## src/hw/rtl/pphd_pkg.sv

```systemverilog
package pphd_pkg;

  // CORDIC geometry
  localparam int CORDIC_STEPS = 21;
  localparam int PRE_SHIFT    = 24;
  localparam int ANG_FRAC     = 16;
  // angle accumulator width, signed; |z| stays below 2^23
  localparam int ZW           = 25;

  // atan(2^-i) in degrees, scaled by 2^16, rounded
  localparam logic [ZW-1:0] ATAN_TAB [CORDIC_STEPS] = '{
    25'd2949120, 25'd1740967, 25'd919879, 25'd466945, 25'd234379,
    25'd117304,  25'd58666,   25'd29335,  25'd14668,  25'd7334,
    25'd3667,    25'd1833,    25'd917,    25'd458,    25'd229,
    25'd115,     25'd57,      25'd29,     25'd14,     25'd7,
    25'd4
  };

  // how the angle a is obtained for one item
  typedef enum logic [1:0] {
    KIND_CORDIC = 2'd0,  // both differences nonzero
    KIND_ZERO   = 2'd1,  // dy == 0 (includes identical points)
    KIND_AXIS   = 2'd2   // dx == 0, dy != 0
  } kind_t;

  typedef struct packed {
    logic  dx_neg;
    logic  dy_neg;
    kind_t kind;
  } ctl_t;

endpackage

```

## src/hw/rtl/pphd_cordic_stage.sv

```systemverilog
module pphd_cordic_stage #(
  parameter int W    = 37,
  parameter int STEP = 0
) (
  input  logic                        clk,
  input  logic                        rst_n,
  input  logic                        up_valid,
  output logic                        up_ready,
  input  logic signed [W-1:0]         x_in,
  input  logic signed [W-1:0]         y_in,
  input  logic signed [pphd_pkg::ZW-1:0] z_in,
  input  pphd_pkg::ctl_t              ctl_in,
  output logic                        dn_valid,
  input  logic                        dn_ready,
  output logic signed [W-1:0]         x_out,
  output logic signed [W-1:0]         y_out,
  output logic signed [pphd_pkg::ZW-1:0] z_out,
  output pphd_pkg::ctl_t              ctl_out
);

  logic signed [W-1:0]            xs, ys;
  logic signed [pphd_pkg::ZW-1:0] ang;
  logic signed [W-1:0]            x_nxt, y_nxt;
  logic signed [pphd_pkg::ZW-1:0] z_nxt;
  logic                           valid_r;
  logic signed [W-1:0]            x_r, y_r;
  logic signed [pphd_pkg::ZW-1:0] z_r;
  pphd_pkg::ctl_t                 ctl_r;

  assign xs  = x_in >>> STEP;
  assign ys  = y_in >>> STEP;
  assign ang = signed'(pphd_pkg::ATAN_TAB[STEP]);

  // rotate toward the x axis
  always_comb begin
    if (y_in > 0) begin
      x_nxt = x_in + ys;
      y_nxt = y_in - xs;
      z_nxt = z_in + ang;
    end else begin
      x_nxt = x_in - ys;
      y_nxt = y_in + xs;
      z_nxt = z_in - ang;
    end
  end

  assign up_ready = !valid_r || dn_ready;

  always_ff @(posedge clk) begin
    if (!rst_n) begin
      valid_r <= 1'b0;
    end else if (up_ready) begin
      valid_r <= up_valid;
    end
  end

  always_ff @(posedge clk) begin
    if (up_valid && up_ready) begin
      x_r   <= x_nxt;
      y_r   <= y_nxt;
      z_r   <= z_nxt;
      ctl_r <= ctl_in;
    end
  end

  assign dn_valid = valid_r;
  assign x_out    = x_r;
  assign y_out    = y_r;
  assign z_out    = z_r;
  assign ctl_out  = ctl_r;

endmodule

```

## config.mk

```make
export PLATFORM = sky130hd
export DESIGN_NAME = pphd_cordic_stage
export DESIGN_NICKNAME = d
export VERILOG_FILES = /design/src/hw/rtl/pphd_pkg.sv /design/src/hw/rtl/pphd_cordic_stage.sv
export SDC_FILE = /design/constraint.sdc
export NUM_CORES = 1
export LEC_CHECK = 0
export ABC_AREA = 1
export BUFFER_PORTS_ARGS = -buffer_cell sky130_fd_sc_hd__buf_2
export CAP_MARGIN = 20
export CORE_AREA = 2 2 182 228
export DETAILED_ROUTE_END_ITERATION = 8
export DIE_AREA = 0 0 184 230
export GPL_ROUTABILITY_DRIVEN = 1
export PLACE_DENSITY_LB_ADDON = 0.12
export SYNTH_ARGS = -nofsm -noshare
export SYNTH_HDL_FRONTEND = slang
export SYNTH_SLANG_ARGS = --single-unit
```

## constraint.sdc

```tcl
create_clock -name clk -period 11.35 [get_ports clk]
set_clock_uncertainty 0.05 [all_clocks]
set_input_delay 0.5675 -clock clk [delete_from_list [all_inputs] [get_ports clk]]
set_output_delay 0.5675 -clock clk [all_outputs]
set_load 0.01 [all_outputs]
```

==> run metrics, run 1 <==
status=complete, no violations; Crit. End Element=register; power per unit of standard cell area=between 100 and 150 nW/um2; via total after detailed routing=~12000; maximum level of the CTS H-tree=3; Worst Reg-to-Reg Cells=2; accumulated negative setup slack=0 ns; setup slack of the worst register-to-register path=9.64 ns; RD Place Congestion=between 0.9 and 1; insertion delay to the later sink of the worst-skew pair=about 0.38 ns; detailed-route wire length=between 40000 and 50000 um; endpoint of the worst setup timing path=z_out[24]$_DFFE_PP_; hold bufs inserted after CTS=0; fraction of final layout cells with drive strength greater than 1=~15%; Die Wd=about 180 um; remaining number of nets flagged by the antenna check after routing=0; proportion of synthesized chip area in sequential cells=25.9%; crit-path max FO=80; post-synthesis area per instance=roughly 6.6 um2; post-CTS sizing=0; final layout net count=~2200; Power Total=approximately 1.4 mW; Overflow after GRT=0; total setup violations reported at the end of the flow=0; Arr. time, crit path=3.91 ns; measured slew at the worst slew-check pin=between 0.9 and 1 ns; setup repair after global routing missed its margin=false; die boundary height=around 230 um; met2 wirelength from detailed routing=25300 um; Hold WC Path Type=in -> reg; Relative slew margins=36.6%; starting density of the core=between 20% and 30%; Mapped Area=approximately 12000 um2; number of DRC markers in iteration 0=about 780; wire length of the first global-routing pass=approximately 73000 um; launching instance or port of the critical path=y_in[5]; Avg Vias per Cell=just under 5; FP Rows=just over 80; Final min period=around 3.8 ns; # IOs=212; leakage power total=roughly 7.0 nW; # clock sinks=slightly above 100; Max Root-Sink Buffers=2; synthesis-to-layout area growth=14.2%; final hold violation count=0; post-CTS setup buffer count=0; kind of critical path=in -> reg; Antenna Cells=0; met1 wire length=roughly 20000 um; maximum number of pins on one net before global-route repair=81; Placeable Area=40000 um2; Gate Count Post-Synth=roughly 1800; combined global-route utilization of all metal layers=a little under a quarter; CTS Buf Count=9; number of enable flip-flop cells after synthesis=102; CP Launch Type=input port; leading register cell type out of synthesis=edfxtp_1; Clk Tree Root Cell=clkbuf_16; register bit count reported by yosys=approximately 100; number of buffers added on ports=around 210; Clk pin slew, worst setup/hold paths=0.08 ns; HPWL Detailed=42300 um; number of distinct library cells after synthesis=between 40 and 50; crit share post-route=between 30% and 40%; endpoint of the most critical register-to-register path=y_out[1]$_DFFE_PP_; VDD IR max=approximately 76 uV; DR top layer=met4; routed wl met3=around 1900 um; Post-route DRC=0; die area=42300 um2; via count of the first global-routing pass=between 10000 and 15000; required time reported for the critical path endpoint=11.44 ns; number of warning messages in the yosys log=0; Slew Viols, Final=0; Worst Min Path Start=z_in[3]; syn nets=2032; TritonCTS clock tree=yes; Wirelength per Cell=20.0 um; upper clock frequency limit=0.262 GHz; Post-Route Hold Slack=0.307 ns; number of detailed-routing iterations run before antenna repair=5; reg-to-reg critical path startpoint=dn_valid$_SDFFE_PN0N_; Max Cap Violations=0; number of antenna violations at the first check in global routing=0; Async S/R FF share, synth=0%
Yosys cell counts, types with 16 or more instances:
cell type	number	area (um2)
o21ai_0	85	425
xor2_1	46	403
nand3_1	148	741
ha_1	115	1440
inv_1	277	1040
o21ai_1	17	85.1
a21oi_1	121	606
nand2_1	554	2080
nand2_2	16	100
nor2_2	16	100
o21bai_1	22	165
nor2_1	136	510
edfxtp_1	102	3060
buf_4	23	173
through the flow:
stage | utilization, % | cell area, um2 | instances | setup WS, ns
after CTS | 34.0 | 13600 | 2494 | 7.53
after global placement | 33.2 | 13300 | 2477 | 6.31
after detailed placement | 33.2 | 13300 | 2478 | 7.12
after global routing | 34.0 | 13600 | 2494 | 7.24
final | 34.0 | 13600 | 2494 | 7.53
after floorplan | - | 11900 | 1806 | 5.18
state kept, by name, summed over array words and instances (netlist names):
register and flops:
y_out 36, dn_valid 1, ctl_out 4, z_out 25, x_out 37
per-layer routing:
layer / vias to the layer above / track usage, %
li1: 6122 / -
met1: 5699 / 26.9
met2: 354 / 43.4
met3: 78 / 2.31
met4: 0 / 10.8
met5: - / 0
cells in the final DEF, fill, tap and decap left out, drive strengths merged, types with 2 or more instances in the layout:
cell,count
nand4,13
ha,115
clkbuf,9
inv,290
a21o,6
buf,217
fa,4
or2,7
xnor2,2
nand3,155
o21ai,104
a31oi,3
o21bai,22
o211ai,3
nor4,5
xor2,46
nor2,155
a21boi,6
clkinv,3
and2,3
nand2,570
edfxtp,102
nor3,15
a21oi,129
layout make-up:
type | count | area, um2
timing repair buffer | 217 | 1100
sequential | 103 | 3080
tap | 504 | 631
multi-input combinational | 1367 | 7410
clock inverter | 7 | 65.1
clock buffer | 9 | 225
fill | 4507 | 26400
inverter | 287 | 1080
report_power, final:
| part | internal, mW | total (mW) | switching [mW] | leakage, nW |
|---|---|---|---|---|
| combinational | 0.187 | 0.608 | 0.421 | 5.91 |
| sequential | 0.474 | 0.484 | 0.0101 | 1.00 |
| clock | 0.154 | 0.331 | 0.177 | 0.139 |
cells by family after synthesis:
family	count (synthesis)	share of synthesized area, %
and+or+nand+nor	924	32.9
DFF	103	25.9
adders and majority gates	119	12.8
buffers and inverters	336	12.0
xor gates and xnor gates	48	3.53
AOI/OAI and AO/OA	276	12.9
worst max-delay path, stage by stage:
cell	delay [ns]
buf_2	0.13
nor4_1	0.47
buf_2	0.28
nand3_1	0.21
nor2_2	0.27
nand2_1	0.14
nand2_2	0.11
buf_4	0.73
ha_1	0.33
inv_1	0.06
o21ai_0	0.18
a221oi_1	0.09
and2_0	0.17
nand3_1	0.09
nand2_1	0.05
worst min path at each step:
stage,to,slack [ns],cells past startpoint
floorplan,dn_valid$_SDFFE_PN0N_,0.55,2
global placement,dn_valid$_SDFFE_PN0N_,0.49,2
detailed placement,dn_valid$_SDFFE_PN0N_,0.49,2
CTS,z_out[1]$_DFFE_PP_,0.29,1
global route,z_out[1]$_DFFE_PP_,0.30,1
finish,z_out[3]$_DFFE_PP_,0.31,1
Power figures use the tool's default switching activity.
==> inputs of run 2 (changes only) <==
==> constraint.sdc (replaced) <==
create_clock -name clk -period 3.2 [get_ports clk]
set_clock_uncertainty 0.05 [all_clocks]
set_input_delay 0.16 -clock clk [delete_from_list [all_inputs] [get_ports clk]]
set_output_delay 0.16 -clock clk [all_outputs]
set_load 0.01 [all_outputs]
==> run metrics, run 2 (synthesis gave the netlist of run 1 again) <==
Max Root-Sink Buffers=2 (unchanged); TritonCTS clock tree=yes (unchanged); leakage power total=7.26 nW (was 7.05 nW); power per unit of standard cell area=372 nW/um2 (was 105 nW/um2); setup repair after global routing missed its margin=false (unchanged); Placeable Area=40000 um2 (unchanged); remaining number of nets flagged by the antenna check after routing=0 (unchanged); maximum number of pins on one net before global-route repair=103 (was 81); Worst Hold Depth=4 (was 1); final worst-path setup slack=0.791 ns (was 7.53 ns); maximum level of the CTS H-tree=3 (unchanged); detailed-route wire length=50300 um (was 49800 um); number of antenna violations at the first check in global routing=0 (unchanged); commonest cells after routing, fill and taps aside=nand2_1 (554), inv_1 (277), buf_2 (211), nand3_1 (148), nor2_1 (136) (was nand2_1 (554), inv_1 (277), buf_2 (212), nand3_1 (148), nor2_1 (136)); Clk pin slew, worst setup/hold paths=0.09 ns (was 0.08 ns); endpoint of the most critical register-to-register path=x_out[29]$_DFFE_PP_ (was y_out[1]$_DFFE_PP_); flip-flop count of the largest register after layout=37 (unchanged); post-layout instance count excluding filler cells=2535 (was 2494); launching instance or port of the critical path=x_in[30] (was y_in[5]); CP Launch Type=input port (unchanged); die boundary height=230 um (unchanged); wire length of the first global-routing pass=73500 um (was 73200 um); crit share post-route=roughly three quarters; DR top layer=met4 (unchanged); Worst Reg-to-Reg Cells=2 (unchanged); final instance area=14000 um2 (was 13600 um2); kind of critical path=in -> reg (unchanged); Crit. End Element=register (unchanged); placed instance area=13500 um2 (was 13300 um2); pre-CTS WS=0.376 ns (was 7.12 ns); Slew Viols, Final=0 (unchanged); Hold WC Path Type=in -> reg (unchanged); Worst Min Path Start=dn_ready (was z_in[3]); leading cell type in the layout, fill and taps excluded=nand2_1 (unchanged); fraction of final layout cells with drive strength greater than 1=16.1% (was 15.4%); # clock sinks=103 (unchanged); combined global-route utilization of all metal layers=23.6% (was 23.5%); CTS Buf Count=9 (unchanged); final layout net count=2252 (was 2211); die area=42300 um2 (unchanged); crit-path max FO=8 (was 80); met2 wirelength from detailed routing=25300 um (about the same); Hold Path Sink=dn_valid$_SDFFE_PN0N_ (was z_out[3]$_DFFE_PP_); number of buffers added on ports=211 (unchanged); synthesis-to-layout area growth=17.7% (was 14.2%); via total after detailed routing=12339 (was 12253); insertion delay to the later sink of the worst-skew pair=0.38 ns (about the same); Post-route DRC=0 (unchanged); reg-to-reg critical path startpoint=dn_valid$_SDFFE_PN0N_ (unchanged); met1 wire length=20300 um (about the same); Die Wd=184 um (unchanged); Relative slew margins=41.3% (was 36.6%); post-route core utilization=35.0% (was 34.0%); total setup violations reported at the end of the flow=0 (unchanged); accumulated negative setup slack=0 ns (unchanged); via count of the first global-routing pass=12315 (was 12087); Antenna Cells=0 (unchanged); Max Cap Violations=0 (unchanged); # IOs=212 (unchanged); Clk Tree Root Cell=clkbuf_16 (unchanged); number of placed instances, taps included=2498 (was 2478); number of detailed-routing iterations run before antenna repair=7 (was 5); setup slack of the worst register-to-register path=1.70 ns (was 9.64 ns); HPWL Detailed=42700 um (was 42300 um); post-CTS sizing=0 (unchanged); final hold violation count=0 (unchanged); RD Place Congestion=0.928 (was 0.982); measured slew at the worst slew-check pin=0.881 ns (was 0.950 ns); Post-Route Hold Slack=0.0421 ns (was 0.307 ns); Avg Vias per Cell=4.87 (was 4.91); Overflow after GRT=0 (unchanged); starting density of the core=29.7% (unchanged); VDD IR max=264 uV (was 76.0 uV); Wirelength per Cell=19.8 um (was 20.0 um); Power Total=5.21 mW (was 1.42 mW); Arr. time, crit path=2.51 ns (was 3.91 ns); status=complete, no violations (unchanged); number of DRC markers in iteration 0=825 (was 776); upper clock frequency limit=between 0.4 and 0.5 GHz; FP Rows=82 (unchanged); routed wl met3=2060 um (was 1900 um); Final min period=roughly 2.4 ns; required time reported for the critical path endpoint=3.30 ns (was 11.44 ns)
==> run 2: changes by cell type in the layout (fill, tap and decap cells not counted), sizes merged <==
cell         change
dlygate4sd3     +21
clkinvlp         -1
clkbuf           +1
clkinv           -2
bufinv           +1
inv              +1
buf             +20
==> run 2: repair_timing <==
item / in CTS / in global routing
hold buffers: 21 / 0
endpoints found under the hold margin: 21 / 0
buffers inserted: 0 / 0
==> run 2: final cells by class <==
class                           instances  area, um2
Multi-Input combinational cell       1367       7410
Inverter                              287       1080
Timing Repair Buffer                  258       1490
Tap cell                              504        631
Fill cell                            4492      26000
Clock buffer                           10        239
Clock inverter                          6       86.3
Sequential cell                       103       3080
==> run 2: worst max-delay path, stage by stage <==
cell,delay (ns)
buf_2,0.11
inv_1,0.05
ha_1,0.44
inv_1,0.28
nand2_1,0.16
nor3_1,0.45
buf_4,0.21
nand3_1,0.28
nand2_1,0.14
nand2_1,0.07
nand3_1,0.08
nand2_1,0.07
==> run 2: how the worst max path moves through the flow <==
stage                            to  slack [ns]  depth (start not counted)
2_1_floorplan  ctl_out[0]$_DFFE_PP_        0.65                          1
3_3_place_gp    x_out[31]$_DFFE_PP_        0.39                         12
3_5_place_dp    x_out[31]$_DFFE_PP_        0.38                         12
4_1_cts         x_out[31]$_DFFE_PP_        0.81                         12
5_1_grt         z_out[24]$_DFFE_PP_        0.62                         17
6_report        x_out[31]$_DFFE_PP_        0.79                         12
==> run 2: metal layers <==
metal / GRT usage, % / vias to the layer above
met5: 0 / -
met4: 11.4 / 0
met3: 2.68 / 92
met2: 43.5 / 358
met1: 26.8 / 5684
li1: - / 6205
==> run 2: report_power, final <==
part	total (mW)	leakage, nW	internal [mW]	switching (mW)
clock	1.27	0.160	0.653	0.620
combinational	2.22	6.10	0.710	1.51
sequential	1.72	1.00	1.68	0.0374
